### src/hbsd_pkg.sv
// Shared constants for the Huffman bit-serial decoder.
package hbsd_pkg;

  localparam int NUM_SYMBOLS = 6;
  localparam int NUM_REGS    = 6;
  localparam int NUM_NODES   = 2 * NUM_SYMBOLS - 1;
  localparam int NUM_INNER   = NUM_SYMBOLS - 1;
  localparam int ROOT_NODE   = 2 * NUM_SYMBOLS - 2;

  localparam int NODE_W   = $clog2(NUM_NODES);
  localparam int INNER_W  = (NUM_INNER > 1) ? $clog2(NUM_INNER) : 1;
  localparam int SYM_W    = 3;
  localparam int WEIGHT_W = 12;
  localparam int SUM_W    = 16;
  localparam int CFG_IDX_W = 3;

endpackage

### src/huffman_bit_serial_decoder.sv
// Huffman bit-serial decoder: tree builder sequencer and one-bit-per-cycle walker unless stalled.
//
//   channel   direction  handshake              payload
//   input     in         in_valid / in_stall    code_bit  (1 bit)
//   output    out        out_valid / out_stall  symbol    (3 bits)
//   config    in         cfg_we                 cfg_index (3), cfg_data (12)
//
// One code bit is taken per cycle while in_stall is low; a leaf puts its symbol in the
// output register in the cycle after the bit is taken. Whenever the walk is at the root
// and a config write has come (and after reset), the tree is rebuilt before the next bit:
// the leaves are loaded, then for each internal node i the nodes 0 to i-1 are scanned and
// a merge step follows. in_stall is high during that rebuild and while a result waits
// under out_stall.
module huffman_bit_serial_decoder (
  input  logic                          clk,
  input  logic                          rst,
  input  logic                          in_valid,
  output logic                          in_stall,
  input  logic                          code_bit,
  output logic                          out_valid,
  input  logic                          out_stall,
  output logic [hbsd_pkg::SYM_W-1:0]    symbol,
  input  logic                          cfg_we,
  input  logic [hbsd_pkg::CFG_IDX_W-1:0] cfg_index,
  input  logic [hbsd_pkg::WEIGHT_W-1:0] cfg_data
);

  typedef enum logic [1:0] {S_IDLE, S_SCAN, S_MERGE} state_t;

  localparam logic [hbsd_pkg::NODE_W-1:0] ROOT =
    hbsd_pkg::NODE_W'(hbsd_pkg::ROOT_NODE);
  localparam logic [hbsd_pkg::NODE_W-1:0] FIRST_INNER =
    hbsd_pkg::NODE_W'(hbsd_pkg::NUM_SYMBOLS);

  logic [hbsd_pkg::WEIGHT_W-1:0] weight_reg [hbsd_pkg::NUM_REGS];
  logic [hbsd_pkg::SUM_W-1:0]    node_weight [hbsd_pkg::NUM_NODES];
  logic                          node_taken [hbsd_pkg::NUM_NODES];
  logic [hbsd_pkg::NODE_W-1:0]   left_index [hbsd_pkg::NUM_INNER];
  logic [hbsd_pkg::NODE_W-1:0]   right_index [hbsd_pkg::NUM_INNER];
  logic [hbsd_pkg::NODE_W-1:0]   walk_position;

  state_t                      state;
  logic                        dirty;
  logic [hbsd_pkg::NODE_W-1:0] build_i;
  logic [hbsd_pkg::NODE_W-1:0] scan_j;
  logic                        have1, have2;
  logic [hbsd_pkg::NODE_W-1:0] s1, s2;
  logic [hbsd_pkg::SUM_W-1:0]  m1, m2;

  logic                        in_accept;
  logic [hbsd_pkg::NODE_W-1:0] walk_off, merge_off;
  logic [hbsd_pkg::INNER_W-1:0] walk_slot, merge_slot;
  logic [hbsd_pkg::NODE_W-1:0] child;
  logic                        child_leaf;
  logic [hbsd_pkg::SUM_W-1:0]  scan_w;
  logic                        scan_live;
  logic                        start_build;

  assign start_build = (state == S_IDLE) && dirty && (walk_position == ROOT);
  assign in_stall    = (state != S_IDLE) || start_build || (dirty && walk_position == ROOT)
                       || (out_valid && out_stall);
  assign in_accept   = in_valid && !in_stall;

  assign walk_off   = walk_position - FIRST_INNER;
  assign walk_slot  = walk_off[hbsd_pkg::INNER_W-1:0];
  assign merge_off  = build_i - FIRST_INNER;
  assign merge_slot = merge_off[hbsd_pkg::INNER_W-1:0];
  assign child      = code_bit ? right_index[walk_slot] : left_index[walk_slot];
  assign child_leaf = child < FIRST_INNER;

  assign scan_w    = node_weight[scan_j];
  assign scan_live = !node_taken[scan_j];

  // weight registers
  always_ff @(posedge clk) begin
    if (rst) begin
      for (int k = 0; k < hbsd_pkg::NUM_REGS; k++) begin
        weight_reg[k] <= hbsd_pkg::WEIGHT_W'(1);
      end
    end else if (cfg_we && cfg_index < hbsd_pkg::CFG_IDX_W'(hbsd_pkg::NUM_REGS)) begin
      weight_reg[cfg_index] <= cfg_data;
    end
  end

  // tree build sequencer
  always_ff @(posedge clk) begin
    if (rst) begin
      state   <= S_IDLE;
      dirty   <= 1'b1;
      build_i <= FIRST_INNER;
      scan_j  <= '0;
      have1   <= 1'b0;
      have2   <= 1'b0;
    end else begin
      if (cfg_we) begin
        dirty <= 1'b1;
      end
      unique case (state)
        S_IDLE: begin
          if (start_build) begin
            for (int k = 0; k < hbsd_pkg::NUM_NODES; k++) begin
              node_taken[k] <= 1'b0;
              if (k < hbsd_pkg::NUM_SYMBOLS) begin
                if (k < hbsd_pkg::NUM_REGS) begin
                  node_weight[k] <= hbsd_pkg::SUM_W'(weight_reg[k]);
                end else begin
                  node_weight[k] <= '0;
                end
              end
            end
            if (!cfg_we) begin
              dirty <= 1'b0;
            end
            build_i <= FIRST_INNER;
            scan_j  <= '0;
            have1   <= 1'b0;
            have2   <= 1'b0;
            state   <= S_SCAN;
          end
        end
        S_SCAN: begin
          // two lightest untaken nodes, first found wins a tie
          if (scan_live) begin
            if (!have1 || scan_w < m1) begin
              s2    <= s1;
              m2    <= m1;
              have2 <= have1;
              s1    <= scan_j;
              m1    <= scan_w;
              have1 <= 1'b1;
            end else if (!have2 || scan_w < m2) begin
              s2    <= scan_j;
              m2    <= scan_w;
              have2 <= 1'b1;
            end
          end
          if (scan_j == build_i - 1'b1) begin
            state <= S_MERGE;
          end else begin
            scan_j <= scan_j + 1'b1;
          end
        end
        S_MERGE: begin
          node_weight[build_i]    <= hbsd_pkg::SUM_W'(m1 + m2);
          node_taken[s1]          <= 1'b1;
          node_taken[s2]          <= 1'b1;
          left_index[merge_slot]  <= s1;
          right_index[merge_slot] <= s2;
          if (build_i == ROOT) begin
            state <= S_IDLE;
          end else begin
            build_i <= build_i + 1'b1;
            scan_j  <= '0;
            have1   <= 1'b0;
            have2   <= 1'b0;
            state   <= S_SCAN;
          end
        end
        default: state <= S_IDLE;
      endcase
    end
  end

  // walker and result register
  always_ff @(posedge clk) begin
    if (rst) begin
      walk_position <= ROOT;
      out_valid     <= 1'b0;
    end else begin
      if (in_accept && child_leaf) begin
        out_valid <= 1'b1;
      end else if (out_valid && !out_stall) begin
        out_valid <= 1'b0;
      end
      if (in_accept) begin
        if (child_leaf) begin
          walk_position <= ROOT;
          symbol        <= child[hbsd_pkg::SYM_W-1:0];
        end else begin
          walk_position <= (child <= ROOT) ? child : ROOT;
        end
      end
    end
  end

endmodule
### config.mk
export PLATFORM = sky130hd
export DESIGN_NAME = huffman_bit_serial_decoder
export DESIGN_NICKNAME = d
export VERILOG_FILES = /design/src/hbsd_pkg.sv /design/src/huffman_bit_serial_decoder.sv
export SDC_FILE = /design/constraint.sdc
export NUM_CORES = 1
export LEC_CHECK = 0
export ABC_AREA = 1
export BUFFER_PORTS_ARGS = -buffer_cell sky130_fd_sc_hd__buf_2
export CAP_MARGIN = 20
export CORE_MARGIN = 4
export CORE_UTILIZATION = 45
export DETAILED_ROUTE_END_ITERATION = 7
export PLACE_DENSITY = 0.58
export SLEW_MARGIN = 20
export SYNTH_ARGS = -nofsm -noshare
export SYNTH_HDL_FRONTEND = slang
export SYNTH_SLANG_ARGS = --single-unit
export TNS_END_PERCENT = 100
### constraint.sdc
create_clock -name clk -period 3.75 [get_ports clk]
set_input_delay 0.5625 -clock clk [delete_from_list [all_inputs] [get_ports clk]]
set_output_delay 0.5625 -clock clk [all_outputs]
set_load 0.02 [all_outputs]
After elaboration in Yosys (flattened, before gate mapping)

Memories as Yosys holds them, arrays and structs flattened. A register that Yosys moved wholly into a read port is not among the register bits.
Index checks and enable logic that the tools add are counted.

Input port bits: 21
Memory bits (writable): 299
Memories kept: 5
Output and inout port bits: 5
Register bits after elaboration: 61

Equality and inequality tests: 12
Mux-type cells: 61
Reductions and logical operators: 35
Bitwise logic cells: 2
$lt $le $gt $ge: 5
Add/sub/neg operators: 6

Memory list:

| name        | depth | width | rd ports | clocked after memory_dff | write ports | RTL line                         | source |
|---|---|---|---|---|---|---|---|
| node_weight | 11    | 16    | 1        | 1                        | 6           | huffman_bit_serial_decoder.sv:36 | `logic [hbsd_pkg::SUM_W-1:0] node_weight [hbsd_pkg::NUM_NODES];` |
| weight_reg  | 6     | 12    | 6        | 0                        | 6           | huffman_bit_serial_decoder.sv:35 | `logic [hbsd_pkg::WEIGHT_W-1:0] weight_reg [hbsd_pkg::NUM_REGS];` |
| left_index  | 5     | 4     | 1        | 0                        | 1           | huffman_bit_serial_decoder.sv:38 | `logic [hbsd_pkg::NODE_W-1:0] left_index [hbsd_pkg::NUM_INNER];` |
| right_index | 5     | 4     | 1        | 0                        | 1           | huffman_bit_serial_decoder.sv:39 | `logic [hbsd_pkg::NODE_W-1:0] right_index [hbsd_pkg::NUM_INNER];` |
| node_taken  | 11    | 1     | 1        | 1                        | 11          | huffman_bit_serial_decoder.sv:37 | `logic node_taken [hbsd_pkg::NUM_NODES];` |

Operators with widths:

| kind                | number |
|---|---|
| $mux 4              | 17 |
| $mux 16             | 3 |
| $lt 16x16->1        | 2 |
| $mux 1              | 32 |
| $add 16x16->16      | 1 |
| $reduce_or 16->1    | 1 |
| $mux 12             | 1 |
| $ne 2x2->1 const B  | 6 |
| $pmux 4 s3          | 1 |
| $reduce_and 4->1    | 3 |
| $reduce_or 12->1    | 1 |
| $reduce_and 5->1    | 2 |
| $add 4x1->4 const B | 2 |
| $eq 4x4->1 const B  | 2 |
| $logic_and 1x1->1   | 8 |
| $pmux 4 s2          | 1 |
| $reduce_bool 2->1   | 4 |
| $pmux 1 s3          | 2 |
| $pmux 2 s3          | 1 |
| $reduce_and 3->1    | 2 |
| $sub 3x3->3 const B | 2 |
| $logic_or 1x1->1    | 5 |
| $eq 4x4->1          | 1 |
| $le 4x4->1 const B  | 1 |
| other kinds (14)    | 20 |

Logic depth before layout (Yosys ltp)

Depth in word-level cells: 10
Depth in mapped cells: 22
Depth with buffers taken out: 19

Worst setup path after synthesis

No wires, ideal clock.

Path kind: register to register
Start point: register with a tool-made name
End point: register m2[0] in the netlist's numbering, enable pin
Cell stages (with the launch flop): 17
Buffers on the path: 5
Period minus slack after synthesis: 4005 ps
Setup slack: -255 ps
Data arrival time: 3601 ps
Library setup time: 404 ps
Cells stage by stage: dfxtp_1 buf_4 buf_2 buf_2 buf_1 nor2_1 o221ai_1 o211ai_1 nand2_1 ha_1 a21oi_1 nor2_1 a211oi_1 o221a_2 a21oi_4 buf_2 a21oi_1

RTL lines:

| item                   | RTL line                          | source |
|---|---|---|
| end signal: assignment | huffman_bit_serial_decoder.sv:126 | `m2 <= m1;` |
| end signal: assignment | huffman_bit_serial_decoder.sv:133 | `m2 <= scan_w;` |
| end: declaration       | huffman_bit_serial_decoder.sv:48  | `logic [hbsd_pkg::SUM_W-1:0] m1, m2;` |

==> impl_metrics.env <==
export IMPL_antenna_found_initial=2
export IMPL_synth_compound_area_share_pct=12.0
export IMPL_drive_above_1_share_pct=9.75
export IMPL_place_detailed_hpwl_um=34600
export IMPL_die_y_um=219
export IMPL_cts_resized=0
export IMPL_core_area_um2=44100
export IMPL_insertion_delay_ns=0.58
export IMPL_routedWlPerCell_um=20.6
export IMPL_crit_arrival_ns=3.57
export IMPL_drtIter0Drc=1411
export IMPL_clkSinkCount=449
export IMPL_drt_total_wl_um=51700
export IMPL_synth_distinct_cells=51
export IMPL_port_buffers=25
export IMPL_routabilityCongestion=0.837
export IMPL_drc_errors=0
export IMPL_rows=77
export IMPL_finalCriticalPeriod_ns=3.29
export IMPL_synth_seq_cells=449
export IMPL_syn_area_um2=20100
export IMPL_final_cell_count_no_fill=2510
export IMPL_yosysWarnings=0
export IMPL_muxShareOfSynthArea_pct=0.150
export IMPL_reg2reg_setup_slack_ns=0.46
export IMPL_ys_flop_type="edfxtp_1"
export IMPL_ys_seq_area_share_pct=66.1
export IMPL_synth_simple_area_share_pct=13.0
export IMPL_finalHoldViolCount=0
export IMPL_setup_viol=0
export IMPL_syn_area_per_cell_um2=10.9
export IMPL_final_max_slew_viol_count=0
export IMPL_n_antenna_cell=0
export IMPL_final_area_um2=22700
export IMPL_rsz0062_at_grt="false"
export IMPL_overflow=0
export IMPL_worst_path_largest_cell_delay_ns=0.38
export IMPL_outcome="complete, no violations"
export IMPL_r2r_cells=13
export IMPL_grt_pass1_wl_um=79200
export IMPL_reg2reg_to="m2[1]"
export IMPL_cts_buffers=47
export IMPL_whs_path_depth=3
export IMPL_timing_fmax_mhz=304
export IMPL_grt_max_degree=68
export IMPL_tns_ns=0
export IMPL_worst_slew_pin_slew_ns=0.974
export IMPL_finalCritPeriodShare_pct=87.6
export IMPL_dieArea_um2=48000
export IMPL_hold_slack_ns=0.230
export IMPL_final_common_cell="edfxtp_1"
export IMPL_synth_top_family_by_area="simple AND/OR/NAND/NOR gates"
export IMPL_mostFrequentLayoutCells="edfxtp_1, nor2_1, nand2_1, o21ai_0, inv_1"
export IMPL_largest_register_ffs=256
export IMPL_synth_edf_count=427
export IMPL_hold_start="cfg_we"
export IMPL_cts_tree="yes"
export IMPL_grt_usage_pct=21.7
export IMPL_synthXorXnorAreaFrac_pct=0.836
export IMPL_end_kind="flop"
export IMPL_fp_dieW_um=219
export IMPL_startpoint_type="flop"
export IMPL_pin_count=26
export IMPL_skew_ns=0.0168
export IMPL_path_max_fanout=36
export IMPL_htreeDepth=2
export IMPL_fin_util_pct=51.5
export IMPL_first_global_vias=13300
export IMPL_path_cells="buf_4 -> o21ai_0 -> o221ai_1 -> o211ai_1 -> nand2_1 -> ha_1 -> a21oi_1 -> nor2_1 -> a211oi_1 -> o221a_2 -> a21oi_4 -> a21oi_2 -> buf_12"
export IMPL_synth_adder_area_share_pct=3.22
export IMPL_routed_via_density=5.49
export IMPL_async_flop_share_pct=0
export IMPL_ant_nets=0
export IMPL_clockBufferDepth=3
export IMPL_firstDrtPassIters=6
export IMPL_cp_required_ns=4.03
export IMPL_dpl_cell_area_um2=21200
export IMPL_slowest_stage="dfxtp_4"
export IMPL_powerDensity_nw_per_um2=571
export IMPL_crit_type="reg -> reg"
export IMPL_num_vias=13800
export IMPL_synthesis_nets=1905
export IMPL_p_leak_nw=8.45
export IMPL_cts_hold_buf=0
export IMPL_root_buffer="clkbuf_16"
export IMPL_clk_pin_slew_worst_paths_ns=0.06
export IMPL_cts_setup_buffers=0
export IMPL_hold_path_class="in -> reg"
export IMPL_dp_cells=2424
export IMPL_fill_cells=3929
export IMPL_syn_inst=1833
export IMPL_whs_endpoint="dirty"
export IMPL_ir_drop_mv=0.368
export IMPL_final_nets=1953
export IMPL_area_delta_synth_final_pct=13.2
export IMPL_max_slew_margin_pct=34.8
export IMPL_initial_core_util_pct=45.5
export IMPL_drv_cap=0
metal layers:
metal / track usage [%] / part of all wire [%]
met2: 34.2 / 46
met3: 3.41 / 7.4
met1: 31.1 / 44
met5: 0 / 0
met4: 7.06 / 3.1
worst max-delay path by stage:
stage / from / to / slack, ns / cells after the start
2_1_floorplan: flop / m2[0] / 0.14 / 16
3_3_place_gp: flop / m2[0] / 0.55 / 14
3_5_place_dp: flop / m2[0] / 0.48 / 13
4_1_cts: flop / m2[8] / 0.47 / 17
5_1_grt: flop / m2[1] / 0.20 / 14
6_report: flop / m2[1] / 0.46 / 13
cells in the mapped netlist (all sizes together), types with 5 or more instances:
cell / instances / share of area [%]
xnor2: 7 / 0.31
dfxtp: 22 / 2.2
xor2: 10 / 0.53
nand3: 50 / 1.3
buf: 14 / 0.43
o211ai: 22 / 0.82
inv: 150 / 2.8
o22ai: 31 / 0.97
o221ai: 45 / 2.0
ha: 50 / 3.1
clkinv: 8 / 0.15
nand2: 282 / 5.3
o21ai: 251 / 6.4
nor3: 11 / 0.27
nor2: 300 / 5.6
clkbuf: 73 / 1.4
edfxtp: 427 / 64
or2: 5 / 0.16
a21oi: 42 / 1.1
critical path: cells and delay by family, from the launching register on:
family	cells	cell delay, ns
adders and majority gates	1	0.29
and+or+nand+nor	2	0.28
DFF	1	0.38
buffers and inverters	2	0.55
AOI/OAI and AO/OA	8	1.48
per-stage QoR:
step	power [W]	worst slack, ns
after floorplan	0.00753	0.137
after global placement	0.00841	0.547
after detailed placement	0.00845	0.483
after CTS	0.0130	0.467
after global routing	0.0135	0.199
final	0.0130	0.464
power by group:
group | internal, W | switching [W] | leakage [nW]
sequential | 0.00599 | 0.000131 | 4.13
clock | 0.00267 | 0.00193 | 0.741
combinational | 0.000631 | 0.00161 | 3.58
total | 0.00929 | 0.00367 | 8.45
area by class of cell:
class / instances / area (um^2) / share of cell area [%]
tap: 592 / 741 / 3.26
timing repair buffer: 86 / 721 / 3.17
clock buffer: 59 / 1260 / 5.56
multi-input combinational: 1139 / 5880 / 25.9
sequential: 449 / 13300 / 58.4
inverter: 158 / 598 / 2.63
clock inverter: 27 / 244 / 1.07
logic make-up (layout without fill, tap and decap cells):
logic type      count (synthesis)  in the layout
xor+xnor                       17             17
mux                             3              3
fa+ha+maj                      51             51
buf+inv                       245            330
compound gates                410            410
flops                         449            449
simple gates                  658            658
(Power assumes the default switching activity.)
